### config.mk
export PLATFORM = sky130hd
export DESIGN_NAME = can_ctrl
export DESIGN_NICKNAME = d
export VERILOG_FILES = /design/src/hdl/can_pkg.sv /design/src/hdl/can_ctrl.sv
export SDC_FILE = /design/constraint.sdc
export NUM_CORES = 1
export LEC_CHECK = 0
export BUFFER_PORTS_ARGS = -buffer_cell sky130_fd_sc_hd__buf_2
export CAP_MARGIN = 20
export CORE_AREA = 2 2 117 91
export CTS_BUF_LIST = sky130_fd_sc_hd__clkbuf_4 sky130_fd_sc_hd__clkbuf_8
export DETAILED_ROUTE_END_ITERATION = 8
export DIE_AREA = 0 0 119 93
export PLACE_DENSITY = 0.58
export SETUP_SLACK_MARGIN = 0.4
export SYNTH_ARGS = -nofsm -noshare
export SYNTH_HDL_FRONTEND = slang
export SYNTH_SLANG_ARGS = --single-unit
### constraint.sdc
create_clock -name clock -period 6.3 [get_ports clock]
set_input_delay 0 -clock clock [delete_from_list [all_inputs] [get_ports clock]]
set_output_delay 0 -clock clock [all_outputs]
set_load 0.01 [all_outputs]
### src/hdl/can_pkg.sv
// Shared types and constants for the class-aware NMS block.
// Used by can_ctrl, can_dp and class_aware_nms_top; depends on nothing.
`timescale 1ns / 1ps

package can_pkg;

   localparam int DATA_W     = 80;   // x, y, w, h, score
   localparam int REQ_USER_W = 8;    // class
   localparam int RSP_USER_W = 9;    // class, overflow
   localparam logic [15:0] THR_RESET = 16'd29491;

   // One stored detection, with its suppression mark.
   typedef struct packed {
      logic        sup;
      logic [15:0] score;
      logic [7:0]  cls;
      logic [15:0] h;
      logic [15:0] w;
      logic [15:0] y;
      logic [15:0] x;
   } rec_type;

   typedef enum logic [1:0] {
      WR_NONE  = 2'd0,
      WR_SHIFT = 2'd1,
      WR_NEW   = 2'd2,
      WR_SUP   = 2'd3
   } wr_sel_type;

   typedef struct packed {
      logic       load_new;
      logic       rd_en;
      wr_sel_type wr_sel;
      logic       load_anchor;
      logic       hold_load;
      logic       out_load;
      logic       out_last;
      logic       overflow;
   } cmd_type;

   typedef struct packed {
      logic rd_lt_new;
      logic rd_sup;
      logic cls_eq;
      logic hit;
      logic out_free;
   } status_type;

endpackage

### src/hdl/can_ctrl.sv
// Sequencer for the NMS block: insertion, pairwise suppression and emit passes.
// Depends on can_pkg; drives can_dp through command and address signals.
`timescale 1ns / 1ps

module can_ctrl #(
   parameter int MAX_DETS = 64
) (
   input  logic                          clock,
   input  logic                          reset,
   input  logic                          req_tvalid,
   input  logic                          req_tlast,
   output logic                          req_tready,
   input  can_pkg::status_type           status,
   output can_pkg::cmd_type              cmd,
   output logic [$clog2(MAX_DETS)-1:0]   rd_addr,
   output logic [$clog2(MAX_DETS)-1:0]   wr_addr
);

   localparam int IW = $clog2(MAX_DETS);
   localparam int CW = $clog2(MAX_DETS + 1);

   typedef enum logic [13:0] {
      ST_IDLE    = 14'b00000000000001,
      ST_INS_CHK = 14'b00000000000010,
      ST_INS_CMP = 14'b00000000000100,
      ST_N_OUT   = 14'b00000000001000,
      ST_N_ANC   = 14'b00000000010000,
      ST_N_IN    = 14'b00000000100000,
      ST_N_CHK   = 14'b00000001000000,
      ST_P1      = 14'b00000010000000,
      ST_P2      = 14'b00000100000000,
      ST_P3      = 14'b00001000000000,
      ST_P4      = 14'b00010000000000,
      ST_E_RD    = 14'b00100000000000,
      ST_E_CHK   = 14'b01000000000000,
      ST_E_FIN   = 14'b10000000000000
   } state_type;

   state_type       state_ff, state_in;
   logic [CW-1:0]   count_ff, count_in;
   logic [CW-1:0]   i_ff, i_in;
   logic [CW-1:0]   j_ff, j_in;
   logic            last_ff, last_in;
   logic            dropped_ff, dropped_in;
   logic            held_ff, held_in;
   logic [CW-1:0]   j_dec;

   assign j_dec      = j_ff - CW'(1);
   assign req_tready = (state_ff == ST_IDLE);

   always_comb begin
      state_in   = state_ff;
      count_in   = count_ff;
      i_in       = i_ff;
      j_in       = j_ff;
      last_in    = last_ff;
      dropped_in = dropped_ff;
      held_in    = held_ff;
      cmd        = '0;
      cmd.wr_sel = can_pkg::WR_NONE;
      cmd.overflow = dropped_ff;
      rd_addr    = '0;
      wr_addr    = '0;
      case (state_ff)
         ST_IDLE: begin
            if (req_tvalid) begin
               last_in = req_tlast;
               if (count_ff < CW'(MAX_DETS)) begin
                  cmd.load_new = 1'b1;
                  j_in         = count_ff;
                  state_in     = ST_INS_CHK;
               end else begin
                  dropped_in = 1'b1;
                  if (req_tlast) begin
                     i_in     = '0;
                     state_in = ST_N_OUT;
                  end
               end
            end
         end
         ST_INS_CHK: begin
            if (j_ff == '0) begin
               cmd.wr_sel = can_pkg::WR_NEW;
               wr_addr    = '0;
               count_in   = count_ff + CW'(1);
               i_in       = '0;
               state_in   = last_ff ? ST_N_OUT : ST_IDLE;
            end else begin
               cmd.rd_en = 1'b1;
               rd_addr   = j_dec[IW-1:0];
               state_in  = ST_INS_CMP;
            end
         end
         ST_INS_CMP: begin
            wr_addr = j_ff[IW-1:0];
            if (status.rd_lt_new) begin
               cmd.wr_sel = can_pkg::WR_SHIFT;
               j_in       = j_dec;
               state_in   = ST_INS_CHK;
            end else begin
               cmd.wr_sel = can_pkg::WR_NEW;
               count_in   = count_ff + CW'(1);
               i_in       = '0;
               state_in   = last_ff ? ST_N_OUT : ST_IDLE;
            end
         end
         ST_N_OUT: begin
            if (i_ff == count_ff) begin
               i_in     = '0;
               held_in  = 1'b0;
               state_in = ST_E_RD;
            end else begin
               cmd.rd_en = 1'b1;
               rd_addr   = i_ff[IW-1:0];
               state_in  = ST_N_ANC;
            end
         end
         ST_N_ANC: begin
            if (status.rd_sup) begin
               i_in     = i_ff + CW'(1);
               state_in = ST_N_OUT;
            end else begin
               cmd.load_anchor = 1'b1;
               j_in            = i_ff + CW'(1);
               state_in        = ST_N_IN;
            end
         end
         ST_N_IN: begin
            if (j_ff == count_ff) begin
               i_in     = i_ff + CW'(1);
               state_in = ST_N_OUT;
            end else begin
               cmd.rd_en = 1'b1;
               rd_addr   = j_ff[IW-1:0];
               state_in  = ST_N_CHK;
            end
         end
         ST_N_CHK: begin
            if (status.rd_sup || !status.cls_eq) begin
               j_in     = j_ff + CW'(1);
               state_in = ST_N_IN;
            end else begin
               state_in = ST_P1;
            end
         end
         ST_P1: state_in = ST_P2;
         ST_P2: state_in = ST_P3;
         ST_P3: state_in = ST_P4;
         ST_P4: begin
            if (status.hit) begin
               cmd.wr_sel = can_pkg::WR_SUP;
               wr_addr    = j_ff[IW-1:0];
            end
            j_in     = j_ff + CW'(1);
            state_in = ST_N_IN;
         end
         ST_E_RD: begin
            if (i_ff == count_ff) begin
               if (held_ff) begin
                  state_in = ST_E_FIN;
               end else begin
                  count_in   = '0;
                  dropped_in = 1'b0;
                  state_in   = ST_IDLE;
               end
            end else begin
               cmd.rd_en = 1'b1;
               rd_addr   = i_ff[IW-1:0];
               state_in  = ST_E_CHK;
            end
         end
         ST_E_CHK: begin
            if (status.rd_sup) begin
               i_in     = i_ff + CW'(1);
               state_in = ST_E_RD;
            end else if (!held_ff) begin
               cmd.hold_load = 1'b1;
               held_in       = 1'b1;
               i_in          = i_ff + CW'(1);
               state_in      = ST_E_RD;
            end else if (status.out_free) begin
               cmd.out_load  = 1'b1;
               cmd.hold_load = 1'b1;
               i_in          = i_ff + CW'(1);
               state_in      = ST_E_RD;
            end
         end
         ST_E_FIN: begin
            if (status.out_free) begin
               cmd.out_load = 1'b1;
               cmd.out_last = 1'b1;
               count_in     = '0;
               dropped_in   = 1'b0;
               held_in      = 1'b0;
               state_in     = ST_IDLE;
            end
         end
         default: state_in = ST_IDLE;
      endcase
   end

   always_ff @(posedge clock) begin
      if (reset) begin
         state_ff   <= ST_IDLE;
         count_ff   <= '0;
         i_ff       <= '0;
         j_ff       <= '0;
         last_ff    <= 1'b0;
         dropped_ff <= 1'b0;
         held_ff    <= 1'b0;
      end else begin
         state_ff   <= state_in;
         count_ff   <= count_in;
         i_ff       <= i_in;
         j_ff       <= j_in;
         last_ff    <= last_in;
         dropped_ff <= dropped_in;
         held_ff    <= held_in;
      end
   end

   // The store never holds more entries than it has rows.
   a_count_bound: assert property (@(posedge clock) disable iff (reset)
      count_ff <= CW'(MAX_DETS))
      else $error("entry count beyond capacity");

   // A box is only marked when it is live and of the anchor's class.
   a_sup_class: assert property (@(posedge clock) disable iff (reset)
      cmd.wr_sel == can_pkg::WR_SUP |-> status.cls_eq && !status.rd_sup)
      else $error("suppression of a box of another class or already marked");

   // A shift moves the entry read in the cycle before one row down.
   a_shift_addr: assert property (@(posedge clock) disable iff (reset)
      cmd.wr_sel == can_pkg::WR_SHIFT |-> wr_addr == $past(rd_addr) + IW'(1))
      else $error("insertion shift to the wrong row");

   // The output register is only reloaded once its word has gone.
   a_out_free: assert property (@(posedge clock) disable iff (reset)
      cmd.out_load |-> status.out_free)
      else $error("result overwritten before it was taken");

endmodule

==> results.md, run 1 <==
* Top-Level Pins at 31
* Logic pwr share at 40.4%
* Crit Path Class: flip-flop to flip-flop
* Largest delay contributor family on the critical path: simple AND/OR/NAND/NOR gates
* Max stage delay on crit path at 0.91 ns
* Crit share post-route at 48.2%
* Clock Latency Late Sink at 0.29 ns
* Initial antenna violation count at 0
* # fillers at 1063
* Worst vdd ir at 0.107 mV
* Ratio of cells with drive above 1 in the final layout at 15.5%
* Top cell type's share of synthesized area at 22.5%
* Post-Syn Nets at 453
* Gate Count Post-Synth at 439
* Clock root buffer: clkbuf_8
* Number of synthesized flops with an enable pin at 0
* Status: complete, no violations
* Synth area leader: dfxtp_1
* Min Hold Slack at 0.0251 ns
* Pint at 476 µW
* Multiplexer share of the synthesized area at 0.629%
* Power share of the clock group at 22.8%
* Port bufs at 30
* Layout area overhead at 7.03%
* Hpwl dp at 7.78 mm
* Max frequency at 0.330 GHz
* Via count at 3456
* # diodes at 0
* Highest fanout seen on the critical path at 16
* Seq/Total Area, Yosys at 22.5%
* First-pass GRT wire length at 17.2 mm
* Critical Path Slowest Stage Cell: nor4_2
* Max-cap violations at 0
* Unrepaired setup endpoints after global routing: false
* GP Congestion at 0.988
* Num CTS Buffers at 5
* Synth warnings at 0
* Cell Chain, Critical Path: or4b_1, nor4_2, a32oi_1, mux2_2, a221o_1, a21oi_1
* Ranking of synthesized cells by area: dfxtp_1 (22%), xor2_1 (4.4%), a21oi_1 (4.1%)
* Final Slew Violations at 0
* Post-Route WL at 10.5 mm
* Hold_sp: status[4]
* Compound-gate portion of the synthesized area at 25.4%
* RR Endpoint: j_ff[2]$_SDFFE_PP0P_
* Async SR Flop Fraction at 0%
* Number of global-route vias before repair at 3182
* Arrival @ worst endpoint at 3.25 ns
* Clock Skews at 0.0122 ns
* Predominant post-synthesis flop cell: dfxtp_1
* Worst Max-Slew Pin Slew at 1.01 ns
* Avg Synthesized Cell Area at 7.71 µm²
* Die area at 11100 µm²
* Rows at 32
* Vert. Die Dim at 93 µm
* NetSw at 344 µW
* Hold Crit Class: primary input to flip-flop
* Combinational family with the most area after synthesis: simple AND/OR/NAND/NOR gates
* TritonRoute pass-1 iters at 5
* WP buf/inv at 0
* Synth Area in Adders at 1.85%
* Reg2reg setup slack at 3.27 ns
* Reg power frac at 36.8%
* Simple-Gate Fraction of Synth Area at 34.8%
* Critical Path Source Type: flip-flop
* Tmin final at 3.03 ns
* Routed length per instance at 18.3 µm
* Post-CTS resize count at 0
* XOR/XNOR share of the synthesized area at 7.51%
* Drc violations at 0
* Largest net degree at the start of global routing at 41
* Final setup TNS at 0 ns
* Gr ovfl total at 0
* Leak at 1.35 nW
* CTS tree: yes
* Reg2reg path depth at 6
* Core area at 9970 µm²
* Die width at 119 µm
* R2R Path Start: state_ff[2]$_SDFFE_PP0P_
* Cell variety after synth at 79
* Critical Path RT at 6.52 ns
* Flops & latches, synth at 38
* Initial Util at 33.9%
* Deepest clock path buffer count at 2
* Vias/cell at 6.02
* Final #Nets at 451
* Mapped Area at 3380 µm²
* GRT Total Usage at 19.3%
* Sw Share at 42.0%
* Antenna-violating nets left at 0
* Critical path endpoint category: flip-flop
* CTS clk-pin slew, worst paths at 0.08 ns
* Final hold vios at 0
* DRT iter0 DRCs at 396
* Cell area power density at 227 nW/µm²
* H-tree depth at 2
* Most numerous cell in the Yosys netlist: dfxtp_1
* Worst Hold End: state_ff[1]$_SDFFE_PP0P_
* Setup violators final at 0
* Max_slew headroom at 32.1%
* WHS Path Cells at 3
* CTS Sinks at 38
* Synth cell count leaders: dfxtp_1 (38), nor2_1 (33), a21oi_1 (28), clkbuf_1 (25), nand2_1 (25)
[sequential cells by signal (all words and copies together), names as in the netlist]
signal	count
held_ff	1
state_ff	14
j_ff	7
count_ff	7
i_ff	7
last_ff	1
dropped_ff	1
[power groups by stage]
| stage | clock network [mW] | registers [mW] | logic (mW) |
|---|---|---|---|
| 3_3_place_gp | 0 | 0.306 | 0.320 |
| 6_report | 0.187 | 0.302 | 0.332 |
| 2_1_floorplan | 0 | 0.270 | 0.287 |
| 3_5_place_dp | 0 | 0.306 | 0.322 |
| 5_1_grt | 0.201 | 0.306 | 0.361 |
| 4_1_cts | 0.192 | 0.300 | 0.325 |
[metal layers]
| layer | up-vias | track usage, % | share of wire (%) |
|---|---|---|---|
| li1 | 1647 | - | - |
| met1 | 1640 | 28.9 | 49 |
| met2 | 156 | 27.9 | 41 |
| met3 | 13 | 4.88 | 9.4 |
| met4 | 0 | 3.67 | 0.99 |
| met5 | - | 0 | 0 |
[cells by family after synthesis]
group                      Yosys count
DFF                                 38
buffers and inverters               55
AOI/OAI and AO/OA                  118
muxes                                2
and+or+nand+nor                    192
adders and majority gates            5
xor gates and xnor gates            29
[area by class of cell]
cell class              count  area [µm²]  area share [%]
clock inverters             1        5.00           0.138
clock buffers               7        90.1            2.49
flip-flops and latches     38         761            21.0
well taps                 136         170            4.70
inverters                  14        52.6            1.45
multi-input cells         346        2370            65.6
repair buffers             32         168            4.63
[cell usage in the layout (no fill, tap or decap), types with 3 or more instances in the layout]
master,instances
or4_4,3
ha_1,5
nor3_1,16
nand2b_1,8
nor4_1,4
xor2_1,17
or2_2,3
o31ai_1,3
nand4b_1,3
clkbuf_8,6
or3_1,3
buf_2,30
nor2_1,33
a221o_1,6
o21ai_1,3
o21ai_0,17
and2_1,15
a31oi_1,9
nor4_2,4
nand3_1,17
nor4_4,3
inv_1,13
dfxtp_1,38
a21oi_1,28
nor4b_1,7
or4_1,4
and3_1,6
nand4_1,11
a211oi_1,4
nand2_1,25
a32oi_1,4
nor3b_1,5
o32ai_1,5
xnor2_1,12
nor2b_1,7
a41oi_1,4
[worst max path at each step]
stage          slack, ns                        to                     start  cells past startpoint
6_report            3.27      j_ff[2]$_SDFFE_PP0P_  state_ff[2]$_SDFFE_PP0P_                      6
5_1_grt             3.08      j_ff[2]$_SDFFE_PP0P_  state_ff[2]$_SDFFE_PP0P_                      6
4_1_cts             3.30      j_ff[2]$_SDFFE_PP0P_  state_ff[2]$_SDFFE_PP0P_                      6
3_5_place_dp        3.32      j_ff[2]$_SDFFE_PP0P_  state_ff[2]$_SDFFE_PP0P_                      6
3_3_place_gp        3.35      j_ff[2]$_SDFFE_PP0P_  state_ff[2]$_SDFFE_PP0P_                      6
2_1_floorplan       3.92  count_ff[4]$_SDFFE_PP0P_      j_ff[0]$_SDFFE_PP0P_                     10
[per-stage QoR]
step	std cells	total power [mW]	worst slack, ns	cell area, µm²	utilization [%]
after floorplan	439	0.557	3.92	3380	-
final	574	0.821	3.27	3620	36.3
after global routing	574	0.868	3.08	3620	36.3
after CTS	574	0.816	3.30	3620	36.3
after global placement	565	0.626	3.35	3520	35.3
after detailed placement	565	0.628	3.32	3520	35.3
[worst register-to-register path, stage by stage, from the launching register on]
cell,delay [ns]
dfxtp_1,0.67
or4b_1,0.55
nor4_2,0.91
a32oi_1,0.09
mux2_2,0.31
a221o_1,0.32
a21oi_1,0.11
[repair_timing]
action,in CTS,in global routing
setup endpoints to repair,0,0
hold buffers,1,0
hold endpoints to repair,1,0
buffers inserted,0,0
Note: power is estimated with default switching activity, not from simulation.
==> run 2: changes to the inputs <==
==> constraint.sdc (replaced) <==
create_clock -name clock -period 3.1 [get_ports clock]
set_input_delay 0 -clock clock [delete_from_list [all_inputs] [get_ports clock]]
set_output_delay 0 -clock clock [all_outputs]
set_load 0.01 [all_outputs]
==> results.md, run 2 (synthesis results as in run 1) <==
* Final Non-Filler Cells at 594 (+3.5%)
* GP Congestion at 0.966 (-2.2%)
* Max frequency at 0.389 GHz
* Rows at 32 (unchanged)
* Vias/cell at 5.95 (-1.2%)
* Final hold vios at 0 (unchanged)
* Logic pwr share at 45.0% (+4.6 points)
* TritonRoute pass-1 iters at 5 (unchanged)
* Core area at 9970 µm² (unchanged)
* Hold Crit Class: primary input to flip-flop
* Gr ovfl total at 0 (unchanged)
* WL met1 at 5.37 mm (+4.7%)
* Crit share post-route at 83.0%
* Routed wire length on met2 at 4.51 mm (+5.1%)
* Cell area power density at 459 nW/µm² (+100%)
* Pint at 1.04 mW (+120%)
* Ratio of cells with drive above 1 in the final layout at 21.4% (+5.9 points)
* Max-cap violations at 0 (unchanged)
* Antenna-violating nets left at 0 (unchanged)
* Worst Setup Slack, final at 0.528 ns (-2.74 ns)
* Initial Util at 33.9% (unchanged)
* Largest net degree at the start of global routing at 41 (unchanged)
* Final #Nets at 471 (+4.4%)
* Port bufs at 30 (unchanged)
* Highest fanout seen on the critical path at 7 (-9)
* Top-Level Pins at 31 (unchanged)
* Placed Cells at 581 (+2.8%)
* Setup violators final at 0 (unchanged)
* Commonest cells after routing, fill and taps aside: dfxtp_1 (35), nor2_1 (32), buf_2 (30)
* Wire length on met3 at 863 µm (-13%)
* H-tree depth at 2 (unchanged)
* Status: complete, no violations
* Clock Latency Late Sink at 0.29 ns (about the same)
* Final Slew Violations at 0 (unchanged)
* Max reg flops at 14 (unchanged)
* First-pass GRT wire length at 17.6 mm (+2.7%)
* DRT iter0 DRCs at 355 (-10%)
* Reg power frac at 33.8% (-3.0 points)
* Worst slack, placed at 0.376 ns (-2.94 ns)
* Power share of the clock group at 21.3% (-1.5 points)
* # fillers at 1040 (-2.2%)
* Hpwl dp at 8.14 mm (+4.5%)
* Drc violations at 0 (unchanged)
* Final setup TNS at 0 ns (unchanged)
* Clock Skews at 0.00595 ns (-0.00626 ns)
* Top routing layer in use: met4
* Crit Path Class: flip-flop to output port
* Worst vdd ir at 0.211 mV (+98%)
* Clock root buffer: clkbuf_8
* Via count at 3535 (+2.3%)
* Num CTS Buffers at 5 (unchanged)
* Leak at 1.46 nW (+8.5%)
* Max_slew headroom at 48.2% (+16 points)
* # diodes at 0 (unchanged)
* Die area at 11100 µm² (unchanged)
* Critical path endpoint category: output port
* CTS Sinks at 38 (unchanged)
* Multi-input logic area at 2430 µm² (+2.2%)
* Worst Max-Slew Pin Slew at 0.777 ns (-0.234 ns)
* NetSw at 725 µW (+110%)
* Initial antenna violation count at 0 (unchanged)
* Vert. Die Dim at 93 µm (unchanged)
* Layout area overhead at 13.5%
* Most common cell after layout, fill and taps aside: dfxtp_1
* Deepest clock path buffer count at 2 (unchanged)
* Number of global-route vias before repair at 3226 (+1.4%)
* CTS clk-pin slew, worst paths at 0.08 ns (about the same)
* Sequential cell area at 764 µm² (+0.49%)
* Arrival @ worst endpoint at 2.57 ns (-0.68 ns)
* Die width at 119 µm (unchanged)
* Routed length per instance at 18.3 µm (about the same)
* CTS tree: yes
* Critical Path RT at 3.10 ns (-3.42 ns)
* Biggest register: state_ff
* Critical Path Source Type: flip-flop
* GRT Total Usage at 19.8% (+0.49 points)
* Post-Route WL at 10.9 mm (+3.5%)
* Unrepaired setup endpoints after global routing: false
* Tmin final at 2.57 ns
* Sw Share at 41.2% (-0.81 points)
[run 2: final timing paths]
| path | start | endpoint | slack (ns) | cells past startpoint |
|---|---|---|---|---|
| min | status[4] | state_ff[1]$_SDFFE_PP0P_ | 0.02 | 3 |
| max reg2reg | state_ff[7]$_SDFFE_PP0P_ | j_ff[4]$_SDFFE_PP0P_ | 0.54 | 7 |
| max | state_ff[13]$_SDFFE_PP0P_ | rd_addr[1] | 0.53 | 6 |
| min reg2reg | dropped_ff$_SDFFE_PP0P_ | dropped_ff$_SDFFE_PP0P_ | 0.49 | 1 |
[run 2: area by class of cell]
cell class | instances | area share [%]
Inverter | 14 | 1.37
Multi-Input combinational cell | 346 | 63.2
Tap cell | 136 | 4.43
Timing Repair Buffer | 52 | 8.60
Clock inverter | 2 | 0.326
Clock buffer | 6 | 2.15
Sequential cell | 38 | 19.9
[run 2: power groups by stage]
stage | Sequential (mW) | Clock, mW | Combinational (mW)
6_report | 0.595 | 0.374 | 0.792
5_1_grt | 0.601 | 0.398 | 0.859
4_1_cts | 0.587 | 0.377 | 0.715
3_5_place_dp | 0.597 | 0 | 0.707
3_3_place_gp | 0.593 | 0 | 0.697
2_1_floorplan | 0.549 | 0 | 0.583
[run 2: critical path, stage by stage, from the launching register on]
cell and delay [ns]:
dfxtp_1 0.41, or4_4 0.62, nor2_1 0.32, nand3_1 0.18, a21oi_2 0.38, a221o_1 0.23, buf_2 0.13
[run 2: repair_timing]
item | in CTS | in global routing
pin swaps | 1 | 2
buffers inserted | 2 | 2
setup endpoints to repair | 14 | 32
hold endpoints to repair | 1 | 0
hold buffers | 1 | 0
resized for setup | 4 | 10
[run 2: per-stage QoR]
step	utilization, %	power (mW)	hold slack (ns)	instance area (µm²)
4_1_cts	37.9	1.68	0.0280	3780
5_1_grt	38.5	1.86	0.0391	3840
3_5_place_dp	36.5	1.30	0.299	3640
3_3_place_gp	36.5	1.29	0.281	3640
6_report	38.5	1.76	0.0216	3840
2_1_floorplan	-	1.13	0.0546	3380
[run 2: per-layer routing]
layer  vias to the layer above  GRT usage (%)
met5                         -              0
met4                         0           4.46
met3                        15           2.93
met2                       159           28.5
met1                      1670           30.7
li1                       1691              -
==> run 3: changes to the inputs <==
==> constraint.sdc (replaced) <==
create_clock -name clock -period 2.5 [get_ports clock]
set_input_delay 0 -clock clock [delete_from_list [all_inputs] [get_ports clock]]
set_output_delay 0 -clock clock [all_outputs]
set_load 0.01 [all_outputs]
==> results.md, run 3 (synthesis results as in run 1) <==
* Rows at 32 (unchanged)
* Initial antenna violation count at 1 (+1)
* Die width at 119 µm (unchanged)
* Hpwl dp at 9.40 mm (+16%)
* Arrival @ worst endpoint at 2.57 ns (about the same)
* Highest fanout seen on the critical path at 4 (-3)
* Final #Nets at 582 (+24%)
* Max-cap violations at 0 (unchanged)
* Max reg flops at 14 (unchanged)
* Worst Max-Slew Pin Slew at 0.577 ns (-0.200 ns)
* H-tree depth at 2 (unchanged)
* Deepest clock path buffer count at 2 (unchanged)
* Final hold vios at 0 (unchanged)
* Max_slew headroom at 61.5% (+13 points)
* Number of global-route vias before repair at 3753 (+16%)
* Die area at 11100 µm² (unchanged)
* Min Hold Slack at 0.0485 ns (+0.0270 ns)
* CTS tree: yes
* Crit Path Class: flip-flop to flip-flop
* Crit share post-route at 94.7%
* Tmin final at 2.37 ns
* First-pass GRT wire length at 20.6 mm (+17%)
* Clock Skews at 0.0147 ns (+0.00877 ns)
* Routed length per instance at 19.9 µm (+8.8%)
* GP Congestion at 0.965 (-0.16%)
* Final setup TNS at 0 ns (unchanged)
* Most common cell after layout, fill and taps aside: buf_4
* Setup violators final at 0 (unchanged)
* Commonest cells after routing, fill and taps aside: buf_4 (103), buf_6 (29), buf_2 (28)
* Unrepaired setup endpoints after global routing: true
* Port bufs at 30 (unchanged)
* Status: complete, no violations
* Clock root buffer: clkbuf_8
* Vias/cell at 5.86 (-1.5%)
* Reg2reg path depth at 6 (-1)
* Gr ovfl total at 0 (unchanged)
* DRT iter0 DRCs at 568 (+60%)
* GRT Total Usage at 23.7% (+3.8 points)
* Reg2reg setup slack at 0.13 ns (-0.41 ns)
* Post-Route WL at 14.1 mm (+29%)
* CTS clk-pin slew, worst paths at 0.09 ns (about the same)
* Num CTS Buffers at 5 (unchanged)
* Hold Crit Class: primary input to flip-flop
* Clock Latency Late Sink at 0.31 ns (+0.02 ns)
* Ratio of cells with drive above 1 in the final layout at 51.0% (+30 points)
* Largest net degree at the start of global routing at 25 (-39%)
* Critical Path Source Type: flip-flop
* Cell area power density at 551 nW/µm² (+20%)
* Biggest register: state_ff
* TritonRoute pass-1 iters at 5 (unchanged)
* Critical path endpoint category: flip-flop
* Tot Pwr at 2.94 mW (+67%)
* Critical Path RT at 2.70 ns (-0.40 ns)
* Top-Level Pins at 31 (unchanged)
* Vert. Die Dim at 93 µm (unchanged)
* Leak at 2.19 nW (+50%)
* Initial Util at 33.9% (unchanged)
* WHS Path Cells at 3 (unchanged)
* Final Slew Violations at 0 (unchanged)
* Core area at 9970 µm² (unchanged)
* Max frequency at 0.422 GHz
* Antenna-violating nets left at 0 (unchanged)
* Worst vdd ir at 0.329 mV (+56%)
* Via count at 4137 (+17%)
* CTS Sinks at 38 (unchanged)
* Layout area overhead at 57.9%
* Drc violations at 0 (unchanged)
[run 3: worst max-delay path: stages (launching register included)]
cell and delay [ns]:
dfxtp_4 0.35, or4_4 0.55, or4_4 0.59, a311oi_4 0.39
buf_4 0.19, a31o_4 0.14, a211oi_2 0.05
[run 3: area by class of cell]
cell class	count	area, µm²
well taps	136	170
clock buffers	6	82.6
clock inverters	2	12.5
inverters	14	62.6
multi-input cells	346	2920
fillers	897	4630
diodes	1	2.50
repair buffers	163	1280
flip-flops and latches	38	805
[run 3: per-layer routing]
| metal | track usage (%) | wire length, µm |
|---|---|---|
| met1 | 34.2 | 6440 |
| met2 | 34.2 | 6080 |
| met4 | 6.15 | 263 |
| met5 | 0 | 0 |
| met3 | 6.65 | 1290 |
[run 3: through the flow]
stage	util, %	setup slack [ns]	cell area (µm²)	instances
after floorplan	-	0.276	3460	439
after global placement	40.9	0.0625	4080	635
after detailed placement	40.9	0.00426	4080	635
after CTS	47.3	0.153	4720	677
after global routing	53.6	0.0769	5340	705
final	53.6	0.132	5340	706
[run 3: power breakdown]
part	leakage, nW	internal [mW]	switching, mW	total (mW)
Combinational	1.82	0.877	0.873	1.75
Sequential	0.319	0.639	0.0646	0.704
Clock	0.0472	0.223	0.266	0.488
Total	2.19	1.74	1.20	2.94
[run 3: worst paths after layout]
kind,start,endpoint
setup / recovery,state_ff[13]$_SDFFE_PP0P_,j_ff[4]$_SDFFE_PP0P_
setup reg to reg,state_ff[13]$_SDFFE_PP0P_,j_ff[4]$_SDFFE_PP0P_
hold / removal,status[0],state_ff[12]$_SDFFE_PP0P_
hold reg to reg,dropped_ff$_SDFFE_PP0P_,dropped_ff$_SDFFE_PP0P_
[run 3: what timing repair did]
action,CTS,global route
hold buffers,1,0
resized for setup,75,89
endpoints found under the setup margin,44,45
buffers inserted,33,28
pin swaps,29,40
endpoints found under the hold margin,1,0
gates cloned,0,0
